## config.mk

```make
export PLATFORM = sky130hd
export DESIGN_NAME = array_priority_queue
export DESIGN_NICKNAME = d
export VERILOG_FILES = /design/src/hdl/apq_pkg.sv /design/src/hdl/apq_ram.sv /design/src/hdl/array_priority_queue.sv
export VERILOG_INCLUDE_DIRS = /design/src /design/src/hdl
export SDC_FILE = /design/constraint.sdc
export NUM_CORES = 1
export LEC_CHECK = 0
export BUFFER_PORTS_ARGS = -buffer_cell sky130_fd_sc_hd__buf_2
export CORE_AREA = 2 2 277 142
export DETAILED_ROUTE_END_ITERATION = 7
export DIE_AREA = 0 0 279 144
export PLACE_DENSITY = 0.7
export SLEW_MARGIN = 20
export SYNTH_ARGS = -nofsm -noshare
export SYNTH_HDL_FRONTEND = slang
export SYNTH_SLANG_ARGS = --single-unit
```

## constraint.sdc

```tcl
create_clock -name clk -period 6.55 [get_ports clk]
set_clock_uncertainty 0.15 [all_clocks]
set_input_delay 0.655 -clock clk [delete_from_list [all_inputs] [get_ports clk]]
set_output_delay 0.655 -clock clk [all_outputs]
set_load 0.01 [all_outputs]
```

## src/hdl/array_priority_queue_macros.svh

```systemverilog
// ----------------------------------------------------------------------------
// array_priority_queue_macros
// Assertion macros for the queue RTL.
// ----------------------------------------------------------------------------
`ifndef ARRAY_PRIORITY_QUEUE_MACROS_SVH
`define ARRAY_PRIORITY_QUEUE_MACROS_SVH

// Same-cycle implication, sampled on clk, off while rst is high.
`define APQ_ASSERT_IMPL(lbl, ante, cons, msg) \
  lbl: assert property (@(posedge clk) disable iff (rst) (ante) |-> (cons)) \
    else $error(msg);

// Next-cycle implication, sampled on clk, off while rst is high.
`define APQ_ASSERT_NEXT(lbl, ante, cons, msg) \
  lbl: assert property (@(posedge clk) disable iff (rst) (ante) |=> (cons)) \
    else $error(msg);

`endif

```

## src/hdl/apq_pkg.sv

```systemverilog
// ----------------------------------------------------------------------------
// apq_pkg
// Types, sizes and codes for the array priority queue.
// ----------------------------------------------------------------------------
`default_nettype none

package apq_pkg;

  localparam int DEPTH   = 16;
  localparam int IDX_W   = (DEPTH > 1) ? $clog2(DEPTH) : 1;
  localparam int CNT_W   = $clog2(DEPTH + 1);
  localparam int PRIO_W  = 8;
  localparam int ID_W    = 16;
  localparam int OCC_W   = 5;
  localparam int STAT_W  = 2;
  localparam int S_DATA_W = 24;
  localparam int M_DATA_W = 24;

  // request kinds
  localparam logic REQ_INSERT  = 1'b0;
  localparam logic REQ_EXTRACT = 1'b1;

  // result status codes
  localparam logic [STAT_W-1:0] STAT_OK    = 2'd0;
  localparam logic [STAT_W-1:0] STAT_EMPTY = 2'd1;
  localparam logic [STAT_W-1:0] STAT_FULL  = 2'd2;

  typedef enum logic [1:0] {
    S_IDLE,
    S_SCAN,
    S_SHIFT,
    S_DONE
  } state_t;

  typedef struct packed {
    logic [PRIO_W-1:0] prio;
    logic [ID_W-1:0]   id;
  } entry_t;

  typedef struct packed {
    logic             we;
    logic [IDX_W-1:0] addr;
    entry_t           data;
  } ram_wr_t;

  // occupancy field is the count modulo 2**OCC_W
  function automatic logic [OCC_W-1:0] to_occ(input logic [CNT_W-1:0] c);
    logic [CNT_W+OCC_W-1:0] w;
    w = {{OCC_W{1'b0}}, c};
    return w[OCC_W-1:0];
  endfunction

endpackage

`default_nettype wire

```

## src/hdl/apq_ram.sv

```systemverilog
// ----------------------------------------------------------------------------
// apq_ram
// Entry store: one write port, one read port, registered read data.
// ----------------------------------------------------------------------------
`default_nettype none

module apq_ram (
  input  wire logic                    clk,
  input  wire apq_pkg::ram_wr_t        wr,
  input  wire logic [apq_pkg::IDX_W-1:0] rd_addr,
  output apq_pkg::entry_t              rd_data
);
  import apq_pkg::*;

  entry_t mem [DEPTH];

  always_ff @(posedge clk) begin
    if (wr.we) begin
      mem[wr.addr] <= wr.data;
    end
  end

  always_ff @(posedge clk) begin
    rd_data <= mem[rd_addr];
  end

endmodule

`default_nettype wire

```

## src/hdl/array_priority_queue.sv

```systemverilog
// ----------------------------------------------------------------------------
// array_priority_queue
// Bounded priority queue kept unsorted in arrival order; extract-max with
// earliest-wins tie break, gap closed by shifting later entries down.
// ----------------------------------------------------------------------------
//
// Channel  Dir  tdata (low bit up)                        tuser
// s_*      in   job_priority[7:0], job_id[23:8]           req_type
// m_*      out  out_job_id[15:0], occupancy[20:16], zero  status[1:0]
//
// Insert: result written straight to the output register and valid on the
//   cycle after the transaction.
// Extract: every stored job is scanned through the single registered read
//   port, the entries after the winner are shifted down one per cycle, and
//   the result register is loaded once the output side is free.
// Reset (rst, synchronous) empties the queue; the store itself is not cleared.
// s_tready drops while an extract is in progress or a result is stalled.
// ----------------------------------------------------------------------------
`default_nettype none
`include "array_priority_queue_macros.svh"

module array_priority_queue (
  input  wire logic                        clk,
  input  wire logic                        rst,
  // slave side
  input  wire logic                        s_tvalid,
  output logic                             s_tready,
  input  wire logic [apq_pkg::S_DATA_W-1:0] s_tdata,  // job_priority, job_id
  input  wire logic                        s_tuser,  // req_type
  // master side
  output logic                             m_tvalid,
  input  wire logic                        m_tready,
  output logic [apq_pkg::M_DATA_W-1:0]     m_tdata,  // out_job_id, occupancy, pad
  output logic [apq_pkg::STAT_W-1:0]       m_tuser   // status
);
  import apq_pkg::*;

  // control state
  state_t            state, state_next;
  logic [CNT_W-1:0]  count, count_next;
  logic [CNT_W-1:0]  ptr, ptr_next;       // next store address to read
  logic              rd_vld, rd_vld_next; // read data in flight this cycle
  logic              out_valid, out_valid_next;

  // payload
  logic [IDX_W-1:0]  rd_idx, rd_idx_next; // address of data now on rd_data
  logic [PRIO_W-1:0] best_prio, best_prio_next;
  logic [IDX_W-1:0]  best_idx, best_idx_next;
  logic [ID_W-1:0]   best_id, best_id_next;
  logic [ID_W-1:0]   out_id, out_id_next;
  logic [STAT_W-1:0] out_status, out_status_next;
  logic [OCC_W-1:0]  out_occ, out_occ_next;

  ram_wr_t           wr;
  entry_t            rd_data;
  logic [IDX_W-1:0]  rd_addr;

  logic              s_take;
  logic              out_free;
  logic              is_full;
  logic [PRIO_W-1:0] in_prio;
  logic [ID_W-1:0]   in_id;

  // check terms
  logic              ins_stored;
  logic              empty_res;

  assign in_prio  = s_tdata[PRIO_W-1:0];
  assign in_id    = s_tdata[PRIO_W+ID_W-1:PRIO_W];
  assign out_free = !out_valid || m_tready;
  assign s_tready = (state == S_IDLE) && out_free;
  assign s_take   = s_tvalid && s_tready;
  assign is_full  = (count == CNT_W'(DEPTH));
  assign rd_addr  = ptr[IDX_W-1:0];

  apq_ram u_ram (
    .clk     (clk),
    .wr      (wr),
    .rd_addr (rd_addr),
    .rd_data (rd_data)
  );

  // state register and control flops
  always_ff @(posedge clk) begin
    if (rst) begin
      state     <= S_IDLE;
      count     <= '0;
      ptr       <= '0;
      rd_vld    <= 1'b0;
      out_valid <= 1'b0;
    end else begin
      state     <= state_next;
      count     <= count_next;
      ptr       <= ptr_next;
      rd_vld    <= rd_vld_next;
      out_valid <= out_valid_next;
    end
  end

  // payload flops, no reset needed
  always_ff @(posedge clk) begin
    rd_idx     <= rd_idx_next;
    best_prio  <= best_prio_next;
    best_idx   <= best_idx_next;
    best_id    <= best_id_next;
    out_id     <= out_id_next;
    out_status <= out_status_next;
    out_occ    <= out_occ_next;
  end

  // sequencer
  always_comb begin
    state_next      = state;
    count_next      = count;
    ptr_next        = ptr;
    rd_vld_next     = rd_vld;
    rd_idx_next     = rd_idx;
    best_prio_next  = best_prio;
    best_idx_next   = best_idx;
    best_id_next    = best_id;
    out_id_next     = out_id;
    out_status_next = out_status;
    out_occ_next    = out_occ;
    wr              = '0;

    // result taken downstream; a new load below overrides
    out_valid_next = out_valid && !m_tready;

    case (state)
      S_IDLE: begin
        rd_vld_next = 1'b0;
        if (s_take) begin
          if (s_tuser == REQ_INSERT) begin
            out_valid_next = 1'b1;
            out_id_next    = '0;
            if (is_full) begin
              out_status_next = STAT_FULL;
              out_occ_next    = to_occ(count);
            end else begin
              wr.we           = 1'b1;
              wr.addr         = count[IDX_W-1:0];
              wr.data.prio    = in_prio;
              wr.data.id      = in_id;
              count_next      = count + CNT_W'(1);
              out_status_next = STAT_OK;
              out_occ_next    = to_occ(count + CNT_W'(1));
            end
          end else if (count == '0) begin
            out_valid_next  = 1'b1;
            out_id_next     = '0;
            out_status_next = STAT_EMPTY;
            out_occ_next    = '0;
          end else begin
            ptr_next   = '0;
            state_next = S_SCAN;
          end
        end
      end

      S_SCAN: begin
        // strict compare keeps the earliest entry on ties
        if (rd_vld) begin
          if (rd_idx == '0 || rd_data.prio > best_prio) begin
            best_prio_next = rd_data.prio;
            best_idx_next  = rd_idx;
            best_id_next   = rd_data.id;
          end
        end
        if (ptr < count) begin
          ptr_next    = ptr + CNT_W'(1);
          rd_vld_next = 1'b1;
          rd_idx_next = ptr[IDX_W-1:0];
        end else begin
          rd_vld_next = 1'b0;
          if (!rd_vld) begin
            ptr_next   = CNT_W'(best_idx) + CNT_W'(1);
            state_next = S_SHIFT;
          end
        end
      end

      S_SHIFT: begin
        // entry read last cycle moves one place down
        if (rd_vld) begin
          wr.we   = 1'b1;
          wr.addr = rd_idx - IDX_W'(1);
          wr.data = rd_data;
        end
        if (ptr < count) begin
          ptr_next    = ptr + CNT_W'(1);
          rd_vld_next = 1'b1;
          rd_idx_next = ptr[IDX_W-1:0];
        end else begin
          rd_vld_next = 1'b0;
          if (!rd_vld) begin
            count_next = count - CNT_W'(1);
            state_next = S_DONE;
          end
        end
      end

      S_DONE: begin
        if (out_free) begin
          out_valid_next  = 1'b1;
          out_id_next     = best_id;
          out_status_next = STAT_OK;
          out_occ_next    = to_occ(count);
          state_next      = S_IDLE;
        end
      end

      default: begin
        state_next = S_IDLE;
      end
    endcase
  end

  assign m_tvalid = out_valid;
  assign m_tdata  = {{(M_DATA_W-OCC_W-ID_W){1'b0}}, out_occ, out_id};
  assign m_tuser  = out_status;

  // checks
  assign ins_stored = s_take && (s_tuser == REQ_INSERT) && !is_full;
  assign empty_res  = m_tvalid && (m_tuser == STAT_EMPTY);

  `APQ_ASSERT_IMPL(a_count_bound, 1'b1, count <= CNT_W'(DEPTH), "count beyond depth")
  `APQ_ASSERT_NEXT(a_insert_grows, ins_stored, count == $past(count) + CNT_W'(1), "insert lost")
  `APQ_ASSERT_NEXT(a_scan_count, state == S_SCAN, $stable(count), "count moved during scan")
  `APQ_ASSERT_IMPL(a_write_phase, wr.we, state == S_IDLE || state == S_SHIFT, "stray store write")
  `APQ_ASSERT_IMPL(a_empty_occ, empty_res, out_occ == '0 && out_id == '0, "empty result not zero")

endmodule

`default_nettype wire

```

==> results.json, run 1 <==
{
  "status": "finished clean",
  "initial_core_util": 0.490,
  "synth_top_area_share": 0.706,
  "timing.final.crit_share": 0.656,
  "routed_via_density": 6.17,
  "h-tree-depth": 2,
  "highest_layer": "met4",
  "die_x_um": 279,
  "cp_slowest_cell": "nor2_4",
  "ys_seq_elements": 477,
  "worstPathArrival_ns": 4.32,
  "clock_sinks": 477,
  "yosysTopAreaCell": "edfxtp_1",
  "irDropWorstVdd_mv": 0.211,
  "drc": 0,
  "clk_pin_slew_ns": 0.08,
  "worstMarginPinSlew_ns": 1.11,
  "crit_path_end_kind": "register",
  "synth_edf_count": 439,
  "maxCapViolations": 0,
  "core_um2": 38100,
  "gp_congestion": 0.867,
  "antenna_found_initial": 3,
  "synth.avg_cell_area_um2": 20.3,
  "cts_tree": "built",
  "finalHoldViolCount": 0,
  "final_cell_mix": "439 x edfxtp_1, 120 x mux4_2, 53 x buf_2",
  "n_antenna_cell": 0,
  "ios": 57,
  "worstHoldPathType": "in2reg",
  "yosysSeqAreaShare": 0.747,
  "dieArea_um2": 40200,
  "place_ws_ns": 2.43,
  "cts_resized": 0,
  "grt_pass1_vias": 9117,
  "ys_top_cells_by_area": "edfxtp_1 71%, mux4_2 14%, dfxtp_1 4.1%",
  "worstPathBufferInverterCount": 2,
  "layout_commonest_cell": "edfxtp_1",
  "critPathLaunchType": "register",
  "overflow": 0,
  "wire_per_inst_um": 28.7,
  "leakagePower_nw": 6.72,
  "synth_flop_cell": "edfxtp_1",
  "finalCriticalPeriod_ns": 4.30,
  "syn-instance-count": 918,
  "clockRootBuffer": "clkbuf_16",
  "stdcell_count": 1519,
  "synthToLayoutAreaGrowth_pct": 13.0,
  "route.met2.wl_mm": 17.0,
  "track_usage": 0.224,
  "num_rows": 51,
  "wl_met3_mm": 5.96,
  "crit_path_cell_trace": "inv_1, ha_1, inv_1, nor2_4, mux2i_1, o22ai_1, nand2_1, nor2_4",
  "slowest_delay_ns": 0.90,
  "cts_made_buffers": 41,
  "power_mw": 6.99,
  "slew_violations": 0,
  "post_cts_buffers": 0,
  "ys_warn_count": 0,
  "clk_latency_ns": 0.57,
  "placement.cell_area_um2": 19600,
  "fmax_ghz": 0.233,
  "powerDensity_nw_per_um2": 331,
  "drive_gt1_frac": 0.277,
  "setup_ws_ns": 2.25,
  "rsz0062_at_grt": "no",
  "die-height_um": 144,
  "grt_max_degree": 68,
  "cpLargestDelayFamily": "simple AND/OR/NAND/NOR gates",
  "async_flop_share": 0,
  "syn_area_um2": 18700,
  "ys_types": 55,
  "ant_nets": 0,
  "wl_met1_mm": 20.2,
  "port-buffer-count": 53,
  "dr.pass1.iters": 5,
  "num_vias": 9365,
  "dp_hpwl_mm": 26.7,
  "hold_buffers": 0,
  "drt_iter0_drc": 1191,
  "relSlewSlack": 0.261,
  "cts_buffer_depth": 3,
  "setup.worst_path.class": "reg2reg",
  "stdcell_area_um2": 21100,
  "routed_wl_mm": 43.6,
  "holdWs_ns": 0.251,
  "dpl.cell_count": 1437,
  "grt_pass1_wl_mm": 63.4,
  "crit_fanout": 28,
  "final_nets": 1037,
  "finalSetupViolCount": 0,
  "fin_tns_setup_ns": 0,
  "fin_util": 0.554,
  "crit_required_ns": 6.57
}
layer usage:
| layer | track usage | vias up |
|---|---|---|
| li1 | - | 3899 |
| met5 | 0 | - |
| met1 | 0.355 | 4892 |
| met3 | 0.0932 | 48 |
| met4 | 0.0362 | 0 |
| met2 | 0.289 | 526 |
worst paths after layout:
path	cells past startpoint	startpoint	slack, ns	to
worst min register to register	0	u_ram.rd_data[0]	0.28	best_id[0]
worst max-delay path	8	state[0]	2.25	u_ram.mem[5][16]
worst min-delay path	2	rst	0.25	state[0]
worst max register to register	8	state[0]	2.25	u_ram.mem[5][16]
power breakdown:
group | internal (mW) | switching [mW] | total (mW) | leakage (nW)
registers | 3.56 | 0.0788 | 3.64 | 4.38
logic | 0.282 | 0.548 | 0.830 | 1.65
clock network | 1.42 | 1.09 | 2.51 | 0.678
total | 5.27 | 1.72 | 6.99 | 6.72
cells in the mapped netlist (all sizes together) (2+ instances only):
library cell	instances
mux2	2
nor2b	6
and3	2
mux2i	4
a211oi	2
o21a	4
buf	23
o22ai	3
nor2	35
o21ai	20
edfxtp	439
a21oi	14
nand2	32
nor3	4
nand2b	2
mux4	120
xnor2	7
and4	2
a31oi	3
a22oi	4
and2	16
ha	25
a32o	3
inv	25
o221ai	3
nand3	11
clkbuf	24
a22o	26
dfxtp	38
flip-flops by register name, indices dropped and copies added, names as in the netlist:
name and count:
u_ram.mem 384, rd_idx 4, best_id 16, u_ram.rd_data 24, count 5, rd_vld 1, m_tuser 2, state 2
m_tvalid 1, out_occ 5, ptr 5, best_idx 4, best_prio 8, out_id 16
cell families (layout without fill, tap and decap cells):
kind of cell               Yosys count  count (layout)  share of synthesized area
AOI/OAI and AO/OA                   93              93                     0.0372
xor gates and xnor gates             8               8                    0.00375
adders and majority gates           25              25                     0.0168
buffers and inverters               72             168                     0.0173
DFF                                477             477                      0.747
muxes                              126             126                      0.148
other                                1               3                   0.000201
and+or+nand+nor                    116             116                     0.0300
cell type report:
| class | instances | area [um^2] |
|---|---|---|
| clock buffers | 53 | 1120 |
| clock inverters | 23 | 256 |
| fillers | 2831 | 17000 |
| multi-input cells | 371 | 4550 |
| flip-flops and latches | 477 | 14000 |
| inverters | 25 | 93.8 |
| well taps | 503 | 629 |
| repair buffers | 67 | 483 |
worst register-to-register path, delay by kind of cell (launching register included):
kind	cells	cell delay, ns
AO/OA/AOI/OAI	1	0.23
adder cells (fa/ha/maj)	1	0.59
buffers and inverters	2	0.46
flip-flops	1	0.35
multiplexers	1	0.19
AND/OR/NAND/NOR	3	1.92
Note: power is estimated with default switching activity, not from simulation.
==> inputs of run 2 (changes only) <==
Settings changed: PLACE_DENSITY 0.7 to 0.72.
Clock period 6.55 ns to 3.6 ns, I/O delays scaled along.
==> run 2 against run 1 <==
Wire length shrank 6.6%. Cell count grew 2.1%. Sequential share of layout area shrank 0.81 points. Clock-buffer cell count grew 6. Flip-flop and latch count is the same. Register-to-register slack lost 1.6 ns. Critical endpoint is now u_ram.mem[4][2]. Die area is the same.
==> results.json, run 2 (synthesized netlist as in run 1, its figures left out) <==
{
  "rsz0062_at_grt": "no",
  "fmax_ghz": 0.340,
  "clk_latency_ns": 0.55,
  "post_cts_buffers": 0,
  "gp_congestion": 0.931,
  "worstHoldPathType": "in2reg",
  "powerDensity_nw_per_um2": 586,
  "track_usage": 0.206,
  "relSlewSlack": 0.479,
  "holdWs_ns": 0.136,
  "irDropWorstVdd_mv": 0.485,
  "core_um2": 38100,
  "layout_commonest_cell": "edfxtp_1",
  "num_vias": 9281,
  "die-height_um": 144,
  "grt_max_degree": 89,
  "critPathLaunchType": "register",
  "die_x_um": 279,
  "status": "finished clean",
  "fin_tns_setup_ns": 0,
  "regMostFlops": "u_ram.mem",
  "finalCriticalPeriod_ns": 2.94,
  "cts_tree": "built",
  "clock_sinks": 477,
  "final_cell_mix": "439 x edfxtp_1, 120 x mux4_2, 53 x buf_2",
  "antenna_found_initial": 0,
  "crit_fanout": 15,
  "nFillCells": 2798,
  "wire_per_inst_um": 26.3,
  "routed_wl_mm": 40.7,
  "ant_nets": 0,
  "power_mw": 12.5,
  "dr.pass1.iters": 6,
  "crit_path_cell_trace": "nand4bb_1, and4_1, mux2i_1, o22ai_1, nand2_1, nor2_4, buf_4",
  "crit_path_end_kind": "register",
  "slowest_delay_ns": 0.63,
  "crit_required_ns": 3.70,
  "worstPathArrival_ns": 3.04,
  "num_rows": 51,
  "overflow": 0,
  "cts_buffer_depth": 3,
  "drt_iter0_drc": 1342,
  "dp_hpwl_mm": 25.3,
  "grt_pass1_wl_mm": 59.8,
  "finalHoldViolCount": 0,
  "setup.worst_path.class": "reg2reg",
  "stdcell_count": 1551,
  "largest_reg_flops": 384,
  "clk_pin_slew_ns": 0.07,
  "cp_slowest_cell": "dfxtp_1",
  "clockRootBuffer": "clkbuf_16",
  "ios": 57,
  "h-tree-depth": 2,
  "final_nets": 1070,
  "cts_made_buffers": 41,
  "initial_core_util": 0.490,
  "cts_resized": 0,
  "finalSetupViolCount": 0,
  "drc": 0,
  "grt_pass1_vias": 9135,
  "synthToLayoutAreaGrowth_pct": 14.4,
  "dpl.cell_count": 1475,
  "port-buffer-count": 53,
  "maxCapViolations": 0,
  "routed_via_density": 5.98,
  "hold_buffers": 1,
  "dieArea_um2": 40200,
  "slew_violations": 0,
  "largest_registers": "u_ram.mem (384), u_ram.rd_data (24)",
  "timing.final.crit_share": 0.817,
  "n_antenna_cell": 0,
  "drive_gt1_frac": 0.295,
  "worstMarginPinSlew_ns": 0.781,
  "leakagePower_nw": 6.88
}
-- run 2: changes by cell type in the layout (fill, tap and decap cells not counted), sizes merged --
cell         previous run  this run
buf                    67        99
bufinv                  5         3
clkbuf                 53        59
clkinv                 13        11
dlygate4sd3             0         1
inv                    29        26
-- run 2: critical path: cells and delay by family (launching register included) --
kind	cells	cell delay, ns
multiplexers	1	0.09
flip-flops	1	0.63
buffers and inverters	1	0.28
AO/OA/AOI/OAI	1	0.19
AND/OR/NAND/NOR	4	1.29
-- run 2: area by class of cell --
type                    instances  area, um^2  share of cell area
clock buffers                  59        1190              0.0555
clock inverters                16         159             0.00744
inverters                      25        93.8             0.00439
multi-input cells             371        4540               0.213
flip-flops and latches        477       14000               0.653
well taps                     503         629              0.0295
repair buffers                100         796              0.0373
-- run 2: final timing paths --
check,start,endpoint,slack [ns],cells past startpoint
max,count[2],u_ram.mem[4][2],0.66,7
min,m_tready,m_tvalid,0.14,3
max reg2reg,count[2],u_ram.mem[4][2],0.66,7
min reg2reg,u_ram.rd_data[1],best_id[1],0.28,0
-- run 2: stage by stage --
step,setup slack [ns],utilization,area [um^2]
after floorplan,0.384,-,18700
after global placement,0.835,0.525,20000
after detailed placement,0.704,0.525,20000
after CTS,0.669,0.561,21400
after global routing,0.489,0.561,21400
final,0.658,0.561,21400
-- run 2: routing by layer --
| metal | track usage | part of all wire | vias to the layer above |
|---|---|---|---|
| met5 | 0 | 0 | - |
| met4 | 0.0478 | 0.019 | 0 |
| met3 | 0.0472 | 0.094 | 62 |
| met2 | 0.288 | 0.42 | 475 |
| met1 | 0.328 | 0.47 | 4797 |
| li1 | - | - | 3947 |
-- run 2: report_power, final --
| part | switching (mW) | internal [mW] | total (mW) |
|---|---|---|---|
| combinational | 0.926 | 0.538 | 1.46 |
| clock | 1.92 | 2.52 | 4.44 |
| sequential | 0.133 | 6.48 | 6.61 |
| total | 2.98 | 9.53 | 12.5 |
